===== src/rtl/esd_pkg.sv =====
// shared types, codes and character helpers for the escape sequence decoder
package esd_pkg;

  localparam int QUEUE_DEPTH = 4;

  localparam logic [1:0] KIND_BYTE = 2'd0;
  localparam logic [1:0] KIND_DONE = 2'd1;
  localparam logic [1:0] KIND_ERR  = 2'd2;

  localparam logic [7:0] CH_NUL   = 8'h00;
  localparam logic [7:0] CH_BSLASH = 8'h5c;
  localparam logic [7:0] CH_X     = 8'h78;
  localparam logic [7:0] CH_ESC   = 8'd27;
  localparam logic [7:0] CH_LF    = 8'h0a;

  typedef struct packed {
    logic [7:0]  out_byte;
    logic [1:0]  out_kind;
    logic [15:0] out_count;
    logic        out_last;
  } result_t;

  // one queue entry holds all results caused by one input byte
  typedef struct packed {
    logic    two;
    result_t r0;
    result_t r1;
  } entry_t;

  typedef struct packed {
    logic full;
    logic empty;
  } q_stat_t;

  function automatic logic is_hex(input logic [7:0] c);
    return (c >= 8'h30 && c <= 8'h39) || (c >= 8'h61 && c <= 8'h66) ||
           (c >= 8'h41 && c <= 8'h46);
  endfunction

  function automatic logic [3:0] hex_val(input logic [7:0] c);
    logic [7:0] v;
    if (c >= 8'h61 && c <= 8'h66) begin
      v = c - 8'h57;
    end else if (c >= 8'h41 && c <= 8'h46) begin
      v = c - 8'h37;
    end else begin
      v = c - 8'h30;
    end
    return v[3:0];
  endfunction

  function automatic logic [7:0] escape_map(input logic [7:0] c);
    logic [7:0] r;
    case (c)
      8'h30:   r = 8'd0;
      8'h61:   r = 8'd7;
      8'h62:   r = 8'd8;
      8'h65:   r = CH_ESC;
      8'h66:   r = 8'd12;
      8'h6e:   r = CH_LF;
      8'h72:   r = 8'd13;
      8'h74:   r = 8'd9;
      8'h76:   r = 8'd11;
      default: r = c;
    endcase
    return r;
  endfunction

  function automatic logic [15:0] sat_inc(input logic [15:0] c);
    return (c == 16'hffff) ? c : c + 16'd1;
  endfunction

endpackage


===== src/rtl/escape_sequence_decoder_core.sv =====
// top level of the backslash escape decoder
//
// input channel s_*: one string byte per beat in s_tdata; a zero byte ends
// the string. output channel m_*: one result per beat, m_tuser holds the
// kind (0 decoded byte, 1 string done, 2 bad hex escape), m_tdata holds the
// byte and the running count, m_tlast marks the last result of an input.
// an input byte gives zero, one or two results.
// the front decodes one byte per cycle while s_tready is high and writes
// its results as one entry into a short queue; the back emits one result
// per cycle while m_tready is high, from the queue head through an output
// register. throughput is one input byte per cycle as long as each gives
// at most one result; a byte with two results takes two output beats, and
// the queue absorbs these until it fills (QUEUE_DEPTH entries).
// when m_tready is low the output register holds its beat, the queue fills,
// and s_tready then drops until space frees up.
// synchronous reset returns to plain text mode with a zero count and clears
// the queue and the output valid.
module escape_sequence_decoder_core #(
  parameter int QUEUE_DEPTH = esd_pkg::QUEUE_DEPTH
) (
  input  logic        clk,
  input  logic        rst,
  input  logic        s_tvalid,
  output logic        s_tready,
  input  logic [7:0]  s_tdata,   // [7:0] in_byte
  output logic        m_tvalid,
  input  logic        m_tready,
  output logic [23:0] m_tdata,   // [7:0] out_byte, [23:8] out_count
  output logic [1:0]  m_tuser,   // [1:0] out_kind
  output logic        m_tlast
);

  logic             push;
  logic             pop;
  esd_pkg::entry_t  push_entry;
  esd_pkg::entry_t  head;
  esd_pkg::q_stat_t q_stat;

  esd_front u_front (
    .clk        (clk),
    .rst        (rst),
    .s_tvalid   (s_tvalid),
    .s_tready   (s_tready),
    .s_tdata    (s_tdata),
    .q_stat     (q_stat),
    .push       (push),
    .push_entry (push_entry)
  );

  esd_queue #(
    .DEPTH (QUEUE_DEPTH)
  ) u_queue (
    .clk        (clk),
    .rst        (rst),
    .push       (push),
    .push_entry (push_entry),
    .pop        (pop),
    .head       (head),
    .q_stat     (q_stat)
  );

  esd_back u_back (
    .clk      (clk),
    .rst      (rst),
    .head     (head),
    .q_stat   (q_stat),
    .pop      (pop),
    .m_tvalid (m_tvalid),
    .m_tready (m_tready),
    .m_tdata  (m_tdata),
    .m_tuser  (m_tuser),
    .m_tlast  (m_tlast)
  );

endmodule


===== src/rtl/esd_front.sv =====
// front end: accepts input bytes, tracks the escape mode and builds result entries
module esd_front (
  input  logic            clk,
  input  logic            rst,
  input  logic            s_tvalid,
  output logic            s_tready,
  input  logic [7:0]      s_tdata,   // [7:0] in_byte
  input  esd_pkg::q_stat_t q_stat,
  output logic            push,
  output esd_pkg::entry_t push_entry
);

  localparam logic [2:0] MODE_TEXT = 3'd0;
  localparam logic [2:0] MODE_ESC  = 3'd1;
  localparam logic [2:0] MODE_HEX0 = 3'd2;
  localparam logic [2:0] MODE_HEX1 = 3'd3;
  localparam logic [2:0] MODE_SKIP = 3'd4;

  logic [2:0]  mode, mode_next;
  logic [3:0]  nibble, nibble_next;
  logic [15:0] count, count_next;

  logic        accept;
  logic        n0, n1, end_str;
  logic [7:0]  byte0, byte1;
  logic [1:0]  kind0, kind1;
  logic [15:0] c0, c1;
  logic [7:0]  b;

  assign b        = s_tdata;
  assign s_tready = !q_stat.full;
  assign accept   = s_tvalid && s_tready;

  always_comb begin
    mode_next   = mode;
    nibble_next = nibble;
    n0 = 1'b0;
    n1 = 1'b0;
    end_str = 1'b0;
    byte0 = 8'd0;
    byte1 = 8'd0;
    kind0 = esd_pkg::KIND_BYTE;
    kind1 = esd_pkg::KIND_BYTE;
    case (mode)
      MODE_ESC: begin
        if (b == esd_pkg::CH_NUL) begin
          n0 = 1'b1;
          n1 = 1'b1;
          kind1 = esd_pkg::KIND_DONE;
          end_str = 1'b1;
        end else if (b == esd_pkg::CH_X) begin
          mode_next = MODE_HEX0;
        end else begin
          n0 = 1'b1;
          byte0 = esd_pkg::escape_map(b);
          mode_next = MODE_TEXT;
        end
      end
      MODE_HEX0: begin
        if (esd_pkg::is_hex(b)) begin
          nibble_next = esd_pkg::hex_val(b);
          mode_next = MODE_HEX1;
        end else begin
          n0 = 1'b1;
          kind0 = esd_pkg::KIND_ERR;
          if (b == esd_pkg::CH_NUL) begin
            end_str = 1'b1;
          end else begin
            mode_next = MODE_SKIP;
          end
        end
      end
      MODE_HEX1: begin
        n0 = 1'b1;
        nibble_next = 4'd0;
        mode_next = MODE_TEXT;
        if (esd_pkg::is_hex(b)) begin
          byte0 = {nibble, esd_pkg::hex_val(b)};
        end else begin
          // single digit escape, then the byte is plain text
          byte0 = {4'd0, nibble};
          if (b == esd_pkg::CH_NUL) begin
            n1 = 1'b1;
            kind1 = esd_pkg::KIND_DONE;
            end_str = 1'b1;
          end else if (b == esd_pkg::CH_BSLASH) begin
            mode_next = MODE_ESC;
          end else begin
            n1 = 1'b1;
            byte1 = b;
          end
        end
      end
      MODE_SKIP: begin
        if (b == esd_pkg::CH_NUL) begin
          end_str = 1'b1;
        end
      end
      default: begin
        if (b == esd_pkg::CH_NUL) begin
          n0 = 1'b1;
          kind0 = esd_pkg::KIND_DONE;
          end_str = 1'b1;
        end else if (b == esd_pkg::CH_BSLASH) begin
          mode_next = MODE_ESC;
        end else begin
          n0 = 1'b1;
          byte0 = b;
          mode_next = MODE_TEXT;
        end
      end
    endcase

    c0 = (n0 && kind0 == esd_pkg::KIND_BYTE) ? esd_pkg::sat_inc(count) : count;
    c1 = (n1 && kind1 == esd_pkg::KIND_BYTE) ? esd_pkg::sat_inc(c0) : c0;

    if (end_str) begin
      mode_next   = MODE_TEXT;
      nibble_next = 4'd0;
      count_next  = 16'd0;
    end else begin
      count_next  = c1;
    end
  end

  always_comb begin
    push_entry.two          = n1;
    push_entry.r0.out_byte  = byte0;
    push_entry.r0.out_kind  = kind0;
    push_entry.r0.out_count = c0;
    push_entry.r0.out_last  = !n1;
    push_entry.r1.out_byte  = byte1;
    push_entry.r1.out_kind  = kind1;
    push_entry.r1.out_count = c1;
    push_entry.r1.out_last  = 1'b1;
  end

  assign push = accept && n0;

  always_ff @(posedge clk) begin
    if (rst) begin
      mode   <= MODE_TEXT;
      nibble <= 4'd0;
      count  <= 16'd0;
    end else if (accept) begin
      mode   <= mode_next;
      nibble <= nibble_next;
      count  <= count_next;
    end
  end

  a_term_resets_mode: assert property (@(posedge clk) disable iff (rst)
    accept && b == esd_pkg::CH_NUL |=> mode == MODE_TEXT && count == 16'd0)
    else $error("terminator did not end the string");

  a_second_needs_first: assert property (@(posedge clk) disable iff (rst)
    n1 |-> n0)
    else $error("second result without a first");

endmodule


===== src/rtl/esd_queue.sv =====
// short register queue of result entries between front and back
module esd_queue #(
  parameter int DEPTH = esd_pkg::QUEUE_DEPTH
) (
  input  logic             clk,
  input  logic             rst,
  input  logic             push,
  input  esd_pkg::entry_t  push_entry,
  input  logic             pop,
  output esd_pkg::entry_t  head,
  output esd_pkg::q_stat_t q_stat
);

  localparam int PW = (DEPTH > 1) ? $clog2(DEPTH) : 1;
  localparam int CW = $clog2(DEPTH + 1);

  esd_pkg::entry_t slots [DEPTH];
  logic [PW-1:0] wr_ptr, rd_ptr;
  logic [CW-1:0] fill;

  function automatic logic [PW-1:0] ptr_inc(input logic [PW-1:0] p);
    return (p == PW'(DEPTH - 1)) ? '0 : p + PW'(1);
  endfunction

  assign q_stat.full  = (fill == CW'(DEPTH));
  assign q_stat.empty = (fill == '0);
  assign head = slots[rd_ptr];

  always_ff @(posedge clk) begin
    if (push) begin
      slots[wr_ptr] <= push_entry;
    end
  end

  always_ff @(posedge clk) begin
    if (rst) begin
      wr_ptr <= '0;
      rd_ptr <= '0;
      fill   <= '0;
    end else begin
      if (push) begin
        wr_ptr <= ptr_inc(wr_ptr);
      end
      if (pop) begin
        rd_ptr <= ptr_inc(rd_ptr);
      end
      if (push && !pop) begin
        fill <= fill + CW'(1);
      end else if (pop && !push) begin
        fill <= fill - CW'(1);
      end
    end
  end

  a_no_overflow: assert property (@(posedge clk) disable iff (rst)
    q_stat.full |-> !push)
    else $error("push into full queue");

  a_no_underflow: assert property (@(posedge clk) disable iff (rst)
    q_stat.empty |-> !pop)
    else $error("pop from empty queue");

endmodule


===== src/rtl/esd_back.sv =====
// back end: unpacks queue entries into single result beats on the output register
module esd_back (
  input  logic             clk,
  input  logic             rst,
  input  esd_pkg::entry_t  head,
  input  esd_pkg::q_stat_t q_stat,
  output logic             pop,
  output logic             m_tvalid,
  input  logic             m_tready,
  output logic [23:0]      m_tdata,   // [7:0] out_byte, [23:8] out_count
  output logic [1:0]       m_tuser,   // [1:0] out_kind
  output logic             m_tlast
);

  logic            sub;
  logic            load;
  esd_pkg::result_t sel;
  esd_pkg::result_t out_res;

  assign load = !q_stat.empty && (!m_tvalid || m_tready);
  assign sel  = sub ? head.r1 : head.r0;
  // the entry leaves once its last result is loaded
  assign pop  = load && (sub || !head.two);

  always_ff @(posedge clk) begin
    if (rst) begin
      m_tvalid <= 1'b0;
      sub      <= 1'b0;
    end else begin
      if (load) begin
        m_tvalid <= 1'b1;
        sub      <= !pop;
      end else if (m_tready) begin
        m_tvalid <= 1'b0;
      end
    end
  end

  always_ff @(posedge clk) begin
    if (load) begin
      out_res <= sel;
    end
  end

  assign m_tdata = {out_res.out_count, out_res.out_byte};
  assign m_tuser = out_res.out_kind;
  assign m_tlast = out_res.out_last;

  a_sub_has_entry: assert property (@(posedge clk) disable iff (rst)
    sub |-> !q_stat.empty)
    else $error("second result pending with empty queue");

  a_done_is_last: assert property (@(posedge clk) disable iff (rst)
    m_tvalid && m_tuser == esd_pkg::KIND_DONE |-> m_tlast)
    else $error("done result not marked last");

endmodule

===== config.mk =====
export PLATFORM = sky130hd
export DESIGN_NAME = escape_sequence_decoder_core
export DESIGN_NICKNAME = d
export VERILOG_FILES = /design/src/rtl/esd_pkg.sv /design/src/rtl/escape_sequence_decoder_core.sv /design/src/rtl/esd_front.sv /design/src/rtl/esd_queue.sv /design/src/rtl/esd_back.sv
export SDC_FILE = /design/constraint.sdc
export NUM_CORES = 1
export LEC_CHECK = 0
export BUFFER_PORTS_ARGS = -buffer_cell sky130_fd_sc_hd__buf_2
export CAP_MARGIN = 20
export CORE_MARGIN = 5
export CORE_UTILIZATION = 51
export DETAILED_ROUTE_END_ITERATION = 8
export PLACE_DENSITY_LB_ADDON = 0.25
export SETUP_SLACK_MARGIN = 0.2
export SYNTH_ARGS = -nofsm -noshare
export SYNTH_HDL_FRONTEND = slang
export SYNTH_SLANG_ARGS = --single-unit

===== constraint.sdc =====
create_clock -name clk -period 7.35 [get_ports clk]
set_input_delay 1.1025 -clock clk [delete_from_list [all_inputs] [get_ports clk]]
set_output_delay 1.1025 -clock clk [all_outputs]
set_load 0.05 [all_outputs]

# Word level (Yosys, flattened, before mapping)
# Memories as Yosys holds them, arrays and structs flattened. A register that Yosys moved wholly into a read port is not among the register bits.
# Index checks and enable logic that the tools add are counted.
[word_totals] register_bits=59 ram_bits=216 input_bits=12 out_inout_bits=29 elab_cells=143 memories=1
[mem_list] name="u_queue.slots" depth=4 width=54 rd=1 rd_clocked_by_memory_dff=1 wr=1 line="esd_queue.sv:17" rtl="esd_pkg::entry_t slots [DEPTH];"
[op_classes] n_addsub=9 magnitude_cmp=6 n_eq_ne=25 muxes=56 n_reduce_logical=34
[op_table] operator="$eq A8 B7 Y1 const B" count=10
[op_table] operator="$mux W16" count=5
[op_table] operator="$pmux W8 S9" count=1
[op_table] operator="$mux W8" count=7
[op_table] operator="$add A16 B1 Y16 const B" count=2
[op_table] operator="$eq A16 B16 Y1 const B" count=2
[op_table] operator="$mux W27" count=1
[op_table] operator="$mux W3" count=9
[op_table] operator="$pmux W8 S3" count=1
[op_table] operator="$ge A8 B7 Y1 const B" count=2
[op_table] operator="$le A8 B7 Y1 const B" count=2
[op_table] operator="$mux W4" count=4
[op_table] operator="$mux W1" count=15
[op_table] operator="$mux W2" count=7
[op_table] operator="$pmux W3 S4" count=1
[op_table] operator="$logic_and A1 B1 Y1" count=11
[op_table] operator="$eq A8 B6 Y1 const B" count=1
[op_table] operator="$ge A8 B6 Y1 const B" count=1
[op_table] operator="$le A8 B6 Y1 const B" count=1
[op_table] operator="$logic_not A8 Y1" count=1
[op_table] operator="$pmux W2 S2" count=2
[op_table] operator="$pmux W4 S2" count=1
[op_table] operator="$sub A4 B3 Y4 const B" count=2
[op_table] operator="$logic_not A1 Y1" count=7
[op_table] operator="other kinds (24)" count=34

# Longest topological paths before layout
# Gate-level depths: netlist (run 1).
[logic_depth] word_depth=13 depth_mapped=17 depth_no_buf=15

# Cells and area by module
# A second synthesis (run 1) with hierarchy kept.
[unflattened] cells_unflattened=816 hier_area_um2=12610.8
[modules_own_cells] mod="esd_queue" n_inst=1 cells_each=331 area_per_inst_um2=8445.6 seq_area_each_um2=6786.5
[modules_own_cells] mod="esd_front" n_inst=1 cells_each=417 area_per_inst_um2=2899.0 seq_area_each_um2=460.4
[modules_own_cells] mod="esd_back" n_inst=1 cells_each=68 area_per_inst_um2=1266.2 seq_area_each_um2=850.8

# Least setup slack after synthesis (run 1)
# OpenSTA, ideal clock, no wires.
[synth_timing] path_type="input port to flip-flop" from="in s_tdata[1]" to="mem u_queue.slots[0][0] (netlist bit), enable pin" setup_time_ns=0.416 arrival_time_ns=4.659 t_required_ns=6.934 path_slack_ns=2.274 path_stages=11 n_path_buf=2 path_cell_list="clkbuf_1 -> inv_1 -> ha_1 -> nor4b_2 -> o21bai_1 -> a221oi_2 -> inv_1 -> nor4_1 -> o221a_2 -> clkbuf_1 -> and2_1"
[synth_via] elab_chain_len=9 elab_cells_between_ends=23 classes_between="6 x order compare; 2 x eq/ne; 8 x mux; 7 x reduce/logical"
[synth_rtl] element="start: declaration" line="escape_sequence_decoder_core.sv:25" rtl="input logic [7:0] s_tdata,"
[synth_rtl] element="$ge A8 B6 Y1 (tied with other cells)" line="esd_pkg.sv:36" rtl="return (c >= 8'h30 && c <= 8'h39) || (c >= 8'h61 && c <= 8'h66) ||"
[synth_rtl] element="$logic_and A1 B1 Y1" line="esd_pkg.sv:36"
[synth_rtl] element="$logic_or A1 B1 Y1 (2 in series)" line="esd_pkg.sv:36"
[synth_rtl] element="$mux W1" line="esd_front.sv:60" rtl="if (esd_pkg::is_hex(b)) begin"
[synth_rtl] element="$pmux W1 S4 *" line="esd_front.sv:44" rtl="case (mode)"
[synth_rtl] element="$logic_and A1 B1 Y1 *" line="esd_front.sv:138" rtl="assign push = accept && n0;"
[synth_rtl] element="via push" line="escape_sequence_decoder_core.sv:33" rtl="logic push;"
[synth_rtl] element="$mux W1 *" line="esd_queue.sv:30" rtl="if (push) begin"
[synth_rtl] element="$mux W1 (not written as such) *" line="esd_queue.sv:31" rtl="slots[wr_ptr] <= push_entry;"
[synth_rtl] element="end: declaration" line="esd_queue.sv:17"
# The timed path passes the listed nets; every way through them passes the cells marked *.

==> results of run 1 <==
==> logic make-up (layout without fill, tap and decap cells) <==
family | after synthesis | in the layout
compound gates | 123 | 123
flops | 273 | 273
xor+xnor | 22 | 22
simple gates | 302 | 302
buf+inv | 77 | 128
fa+ha+maj | 13 | 13
mux | 62 | 62
==> worst max-delay path, delay by kind of cell <==
family                     cells  cell delay [ps]
and+or+nand+nor                9             2520
adders and majority gates      2              640
AOI/OAI and AO/OA              2              500
xor gates and xnor gates       1              460
buffers and inverters          2              300
==> path summary, 6_finish.rpt <==
path | end | slack, ps | depth (start not counted)
setup / recovery | u_queue.slots[3][0] | 2160 | 16
hold / removal | u_back.m_tvalid | 470 | 2
setup reg to reg | u_queue.slots[2][0] | 2590 | 13
hold reg to reg | u_back.m_tvalid | 470 | 2
==> cell usage in the layout (no fill, tap or decap), drive strengths merged, types with 5 or more instances in the layout <==
master / instances
edfxtp: 239
nand2: 125
buf: 54
mux4: 53
nor2: 40
dfxtp: 34
clkbuf: 31
a21oi: 27
nand3: 27
nor3: 26
inv: 24
and2: 21
o21ai: 18
clkinv: 17
xor2: 12
ha: 12
xnor2: 10
o31ai: 9
a31oi: 9
a22o: 9
or3: 9
and3: 8
a21o: 8
nor4: 8
a41oi: 7
nand4: 6
mux2i: 6
and4: 5
or4: 5
nand3b: 5
a32o: 5
==> where the power goes <==
| group | switching (uW) | internal [uW] |
|---|---|---|
| registers | 94.8 | 1960 |
| logic | 788 | 430 |
| clock network | 558 | 708 |
| total | 1440 | 3090 |
==> flip-flops by register name, summed over array words and instances (netlist names), named ones only <==
signal / count
u_front.count: 16
u_back.m_tuser: 2
u_back.sub: 1
u_back.m_tdata: 24
u_queue.rd_ptr: 2
u_front.mode: 3
u_back.m_tvalid: 1
u_queue.slots: 212
u_front.nibble: 4
u_queue.fill: 3
u_queue.wr_ptr: 2
u_back.m_tlast: 1
==> synthesized netlist by cell type, types with 14 or more instances <==
| master | count |
|---|---|
| o21ai_0 | 14 |
| clkbuf_1 | 20 |
| nand3_1 | 25 |
| a21oi_1 | 26 |
| and2_1 | 21 |
| nor2_1 | 40 |
| edfxtp_1 | 239 |
| inv_1 | 23 |
| nand2_1 | 124 |
| buf_2 | 19 |
| nor3_1 | 23 |
| dfxtp_1 | 34 |
| mux4_2 | 53 |
==> stage by stage <==
| step | hold WS [ps] | cell area (um2) | total power, uW |
|---|---|---|---|
| 2_1_floorplan | 445 | 12300 | 3000 |
| 3_3_place_gp | 451 | 12800 | 3310 |
| 3_5_place_dp | 468 | 12800 | 3330 |
| 4_1_cts | 474 | 13600 | 4590 |
| 5_1_grt | 501 | 13600 | 4750 |
| 6_report | 473 | 13600 | 4540 |
==> area by class of cell <==
class / instances / area [um2]
Inverter: 24 / 90.1
Fill cell: 1945 / 10500
Clock inverter: 19 / 121
Sequential cell: 273 / 7860
Multi-Input combinational cell: 522 / 4150
Clock buffer: 30 / 687
Timing Repair Buffer: 55 / 323
Tap cell: 324 / 405
==> per-layer routing <==
layer / GRT usage [%] / wire, um / share of wire (%) / vias up
met1: 30.6 / 12200 / 45 / 3734
met2: 29.7 / 12000 / 44 / 302
met4: 5.92 / 737 / 2.7 / 0
met5: 0 / 0 / 0 / -
met3: 2.85 / 2110 / 7.8 / 43
li1: - / - / - / 3429
==> run metrics, run 1 <==
status finished clean; share of post-route cells with drive strength above 1 19.7%; Synth cell types 82; Initial Utilization 51.2%; mux contribution to synthesized area 10.5%; CP endpoint kind register; Final Cycle Share 70.6%; H-tree Lvls 1; largest net degree at the start of global routing 54; ant diodes 0; Place WS ~1700 ps; drc violations 0; most area-hungry cell type in the Yosys netlist edfxtp_1; Syn. warnings 0; port bufs 40; Core Area about 0.024 mm2; global-route wire length before repair 41.8 mm; hold_buf cts 0; final setup fails 0; Mapped Nets roughly 900; simple-gate share of the synthesized area between 10% and 20%; final net count 928; gr usage total 19.9%; worst hold path class register to register; clk_skew 15.7 ps; number of enable-type register cells in the synthesized netlist 239; relative slew slack a little over a quarter; netlist area before placement 0.0123 mm2; critical path class primary input to register; # IOs 41; VDD IR max 0.214 mV; P&R area growth vs syn 10.5%; DR iter-0 viols about 830; LEAKAGE 0.00465 uW; CP required 7670 ps; Max-Cap Viols 0; Worst-path clk slew 60 ps; Worst-Margin Slew 1090 ps; top cells by area, synth edfxtp_1 58%, mux4_2 9.7%, dfxtp_1 5.5%; Placed Cells 1,196; sequential fraction of the synthesis area 63.7%; post-synthesis xor/xnor area fraction around 1.6%; post-layout util 56.6%; Die H 166 um; DR vias between 7,000 and 8,000; Synth Area in Adders 1.38%; setup_tns 0 ps; main combinational cell family by area after synthesis simple AND/OR/NAND/NOR gates; total CTS buffers 27; Hold Crit Start u_back.m_tvalid; Syn Area/Cell around 14 um2; Yosys top cell area share 58.2%; Die ar. 0.0274 mm2; crit start category primary input; compound-cell area share of the yosys netlist 7.35%; number of global-route vias before repair 7,188; # resized after CTS 0; die width 166 um; Clk Latency, worst-skew pair between 500 and 600 ps; final hold vios 0; worst r2r src u_front.mode[1]; Root Driver clkbuf_16; Post-Syn Instances 872; Routed Wire Length 27.0 mm; WL/cell 21.6 um; flops & latches, synth 273; CTS sink count 273; Pwr Density around 330 mW/mm2; vias per cell 6.02; CP Launch Point s_tdata[0]; max incr delay on CP 740 ps; post-route ant nets 0; Non-Filler Instances roughly 1,200; critical path, cell by cell buf_2, inv_1, ha_1, nand2_1, nor3_2, a21o_4, nor3_2, xor2_1, ha_1, nand3_1, a41oi_1, nor2_1, nor3_1, nand4_1, and3_1, nor2_1; GR Overflow Total 0; slowest cell on the critical path nor3_2; Pre-antenna DRT Iters 5; clk buf depth 3; TritonCTS clock tree built; GP Congestion 0.906; Rows 57; asr flop ratio synth 0%; post-CTS setup buffers 0; Final Slew Violations 0; Arr. time, crit path 5510 ps; fmax roughly 190 MHz; worst setup margin 2160 ps; DP HPWL 17.6 mm; crit path max fanout 11; antenna violations before repair 1; RSZ-0062 raised after global routing false; top_reg_cell synth edfxtp_1; crit path time final about 5200 ps
Note: power is estimated with default switching activity, not from simulation.
==> run 2: changes to the inputs <==
==> constraint.sdc (replaced) <==
create_clock -name clk -period 4.2 [get_ports clk]
set_input_delay 0.63 -clock clk [delete_from_list [all_inputs] [get_ports clk]]
set_output_delay 0.63 -clock clk [all_outputs]
set_load 0.05 [all_outputs]
==> run 2 against run 1 <==
  * First-iteration DRC count shrank 13%
  * Register-to-register slack lost 2100 ps
  * Worst setup slack got worse by 1700 ps
  * Sequential power grew 76%
  * Final cell count increased by 2.5%
  * Non-clock buffer count is 30 higher
  * Clock power up 83%
  * Die area stayed put
  * Count of clock-buffer cells in the layout increased by 1
  * Highest routed layer unchanged
==> run metrics, run 2 (same netlist as run 1, synthesis figures left out) <==
Worst-path clk slew 60 ps; worst r2r src u_front.count[6]; post-CTS setup buffers 0; clk buf depth 3; port bufs 40; Cells on Worst Hold Path 4; slowest cell on the critical path or3_4; Initial Utilization 51.2%; fmax ~270 MHz; GR Overflow Total 0; global-route wire length before repair 41.7 mm; max FFs per register 212; Die ar. 0.0274 mm2; crit path max fanout 8; WL/cell 20.4 um; worst hold path class primary input to register; DR vias 7,521; Filler Cell Count a little under 2,000; # resized after CTS 0; die width around 170 um; Pwr Density 573 mW/mm2; final hold vios 0; clk_skew 11.9 ps; crit path buf inv count 0; register name with the most flops u_queue.slots; # IOs 41; Hold Crit Start m_tready; Core Area ~0.024 mm2; hold_buf cts 0; antenna violations before repair 0; number of global-route vias before repair about 7,500; post-route ant nets 0; relative slew slack a little under half; max incr delay on CP approximately 440 ps; P&R area growth vs syn 13.5%; crit start category register; CTS sink count 273; Final Cycle Share 87.9%; ant diodes 0; Multi-input gate area 0.00419 mm2; DP HPWL 16.8 mm; setup_tns 0 ps; final setup fails 0; Top delay family on crit path simple AND/OR/NAND/NOR gates; Routed Wire Length 26.1 mm; most frequent cells in the layout 239 x edfxtp_1, 124 x nand2_1, 53 x mux4_2; Root Driver clkbuf_16; Hold Path End u_back.m_tvalid; LEAKAGE 0.00487 uW; Final Slew Violations 0; drc violations 0; FF-to-FF End u_front.count[14]; final net count 958; share of post-route cells with drive strength above 1 23.9%; CP endpoint kind register; r2r worst-path depth 13; register area 0.00787 mm2; crit path time final 3690 ps; R2R Setup Slk approximately 500 ps; status finished clean; H-tree Lvls 1; VDD IR max between 0.3 and 0.4 mV; vias per cell 5.88; GP Congestion 0.945; Pre-antenna DRT Iters 5; total power 8020 uW; Rows 57; CP required 4670 ps; Worst-Margin Slew 809 ps; critical path, cell by cell nand2_2, or3_4, nor3_4, nor3_2, mux2_2, ha_1, nand3_1, a41oi_1, o21ai_1, or3_1, nor4_1, a2bb2oi_2, a22o_1; TritonCTS clock tree built; critical path class register to register; Clk Latency, worst-skew pair roughly 530 ps; DR iter-0 viols 721; Die H roughly 170 um; commonest non-fill, non-tap cell in the layout edfxtp_1; Max-Cap Viols 0; Arr. time, crit path 4160 ps; gr usage total slightly below 20%; RSZ-0062 raised after global routing false; total CTS buffers 27; largest net degree at the start of global routing 54
run 2: cell types whose count changed in the layout (fill, tap and decap cells not counted), sizes merged:
cell,delta
clkinv,-2
clkinvlp,-1
buf,+31
bufinv,+1
inv,+2
run 2: area by class of cell:
class	count	area share, %
flip-flops and latches	273	56.2
multi-input cells	522	29.9
clock buffers	31	5.00
repair buffers	85	4.20
well taps	324	2.89
clock inverters	19	1.15
inverters	24	0.643
run 2: worst min-delay path, cell delays in order:
cell and delay, ps:
buf_2 80, inv_1 40, nand2_1 60, a21oi_1 50
run 2: report_power, final:
| group | internal, uW | switching (uW) | total [uW] |
|---|---|---|---|
| Clock | 1330 | 990 | 2320 |
| Sequential | 3420 | 176 | 3600 |
| Combinational | 770 | 1330 | 2100 |
| Total | 5520 | 2490 | 8020 |
run 2: routing by layer:
metal / vias up / share of wire [%] / track usage, %
met5: - / 0 / 0
met2: 326 / 47 / 30.6
met3: 38 / 7.2 / 2.41
li1: 3487 / - / -
met4: 0 / 1.7 / 4.50
met1: 3670 / 44 / 29.4
run 2: worst max-delay path by stage:
stage | start | to | slack, ps | cells after the start
4_1_cts | u_front.mode[2] | u_queue.slots[2][0] | 330 | 13
2_1_floorplan | s_tdata[0] | u_queue.slots[0][3] | 210 | 16
6_report | u_front.count[6] | u_front.count[14] | 510 | 13
3_5_place_dp | s_tdata[0] | u_front.count[8] | 40 | 16
5_1_grt | u_front.count[0] | u_queue.slots[1][4] | 210 | 13
3_3_place_gp | s_tdata[0] | u_queue.slots[2][1] | 120 | 16
run 2: metrics by stage:
stage / hold slack, ps / std cells / setup slack, ps / area, um2 / util [%]
after detailed placement: 463 / 1228 / 40.6 / 13100 / 54.4
after global routing: 391 / 1278 / 210 / 14000 / 58.1
final: 377 / 1278 / 510 / 14000 / 58.1
after CTS: 358 / 1278 / 332 / 14000 / 58.0
after floorplan: 445 / 872 / 207 / 12400 / -
after global placement: 452 / 1228 / 117 / 13100 / 54.4
==> run 3: changes to the inputs <==
--- a/config.mk
+++ b/config.mk
@@ -10,8 +10,11 @@
 export CORE_MARGIN = 5
 export CORE_UTILIZATION = 51
 export DETAILED_ROUTE_END_ITERATION = 8
+export GPL_TIMING_DRIVEN = 0
 export PLACE_DENSITY_LB_ADDON = 0.25
+export RECOVER_POWER = 50
 export SETUP_SLACK_MARGIN = 0.2
+export SLEW_MARGIN = 5
 export SYNTH_ARGS = -nofsm -noshare
 export SYNTH_HDL_FRONTEND = slang
 export SYNTH_SLANG_ARGS = --single-unit
==> run 3 against run 2 <==
  * Power is 1.1% higher
  * Count of clock-buffer cells in the layout is 10 higher
  * Critical path depth is 5 higher
  * Critical endpoint is now u_front.count[10]
  * Register-to-register slack worse by 120 ps
  * Critical path type is now primary input to register
==> run metrics, run 3 (same netlist as run 1, synthesis figures left out) <==
post-route ant nets 0; DP HPWL 17.6 mm; final hold vios 0; Worst-path clk slew 60 ps; H-tree Lvls 1; Root Driver clkbuf_16; Core Area approximately 0.024 mm2; r2r worst-path depth 15; clk buf depth 3; final net count 976; CP required 4610 ps; P&R area growth vs syn 13.4%; Pwr Density slightly below 600 mW/mm2; Pre-antenna DRT Iters 6; # IOs 41; drc violations 0; vias per cell 5.83; TritonCTS clock tree built; max FFs per register 212; final setup fails 0; port bufs 36; Arr. time, crit path 4290 ps; register name with the most flops u_queue.slots; critical path class primary input to register; setup_tns 0 ps; DR iter-0 viols 809; crit path buf inv count 4; LEAKAGE 0.00476 uW; RSZ-0062 raised after global routing false; hold_buf cts 0; Final Slew Violations 0; most frequent cells in the layout 239 x edfxtp_1, 124 x nand2_1, 63 x clkbuf_1; Placed Area 0.0130 mm2; Rows 57; VDD IR max 0.453 mV; slowest cell on the critical path or3_1; Routed Wire Length 26.8 mm; WL/cell between 20 and 25 um; ant diodes 0; CP endpoint kind register; Initial Utilization 51.2%; CTS sink count 273; crit path time final approximately 3900 ps; Clk Latency, worst-skew pair 530 ps; Top delay family on crit path compound AO/OA/AOI/OAI gates; crit start category primary input; share of post-route cells with drive strength above 1 between 10% and 20%; commonest non-fill, non-tap cell in the layout edfxtp_1; gr usage total 19.9%; GR Overflow Total 0; critical path, cell by cell buf_2, clkbuf_2, inv_1, ha_4, nand2_1, nor3_4, a21o_4, nor3_1, buf_6, xor2_4, ha_4, nand3_1, a41oi_2, o21ai_2, or3_1, a311oi_2, nor3_1, a221o_1; Design Area, Final 0.0140 mm2; GP Congestion approximately 0.94; Filler Cell Count 1,959; global-route wire length before repair roughly 42 mm; die width 166 um; clk_skew 15.0 ps; DR vias roughly 7,600; crit path max fanout 9; total CTS buffers 28; Die ar. 0.0274 mm2; instance count on the critical path 18; antenna violations before repair 0; status finished clean; number of global-route vias before repair 7,338; Die H 166 um; max incr delay on CP 410 ps; largest net degree at the start of global routing 54; Max-Cap Viols 0; worst hold path class primary input to register; relative slew slack 16.9%; Final Cycle Share 92.3%; Worst-Margin Slew approximately 1200 ps; fmax 258 MHz; Cells on Worst Hold Path 4
-- run 3: final cells by class --
cell class / count / area, um2 / share of cell area, %
Clock inverter: 10 / 80.1 / 0.572
Tap cell: 324 / 405 / 2.90
Multi-Input combinational cell: 522 / 4260 / 30.4
Timing Repair Buffer: 49 / 223 / 1.59
Inverter: 24 / 90.1 / 0.644
Clock buffer: 41 / 821 / 5.87
Buffer: 53 / 255 / 1.82
Sequential cell: 273 / 7860 / 56.2
-- run 3: where the power goes --
group	switching [uW]	internal [uW]	leakage (uW)
logic	1470	723	0.00184
clock network	973	1410	0.000445
registers	100	3430	0.00248
total	2540	5560	0.00476
-- run 3: repair_timing --
action                                  4_1_cts  5_1_grt
endpoints found under the setup margin      281      266
setup buffers                                 4        7
pin swaps                                     3        5
resized for setup                            10       10
-- run 3: worst paths after layout --
path | startpoint | to | slack (ps)
setup / recovery | s_tdata[0] | u_front.count[10] | 330
hold / removal | m_tready | u_back.m_tvalid | 380
hold reg to reg | u_back.m_tvalid | u_back.m_tvalid | 480
setup reg to reg | u_front.count[0] | u_front.count[10] | 390
-- run 3: layer usage --
metal	GRT usage (%)	part of all wire, %	vias to the layer above
met5	0	0	-
met4	3.64	1.4	0
met3	3.40	6.9	27
met2	31.4	46	261
met1	29.7	45	3747
li1	-	-	3522
-- run 3: stage by stage --
| step | util (%) | power, uW | hold slack [ps] | cells | setup WS [ps] |
|---|---|---|---|---|---|
| after floorplan | - | 5250 | 445 | 872 | 207 |
| after global placement | 53.8 | 5790 | 458 | 1232 | -1120 |
| after detailed placement | 53.9 | 5860 | 472 | 1233 | -789 |
| after CTS | 58.0 | 8230 | 379 | 1288 | 207 |
| after global routing | 58.0 | 8500 | 421 | 1296 | 99.7 |
| final | 58.0 | 8100 | 383 | 1296 | 325 |
-- run 3: tightest hold or removal path: cells and delay by family --
kind / cells / cell delay (ps)
simple gates: 1 / 60
buf+inv: 2 / 120
compound gates: 1 / 50
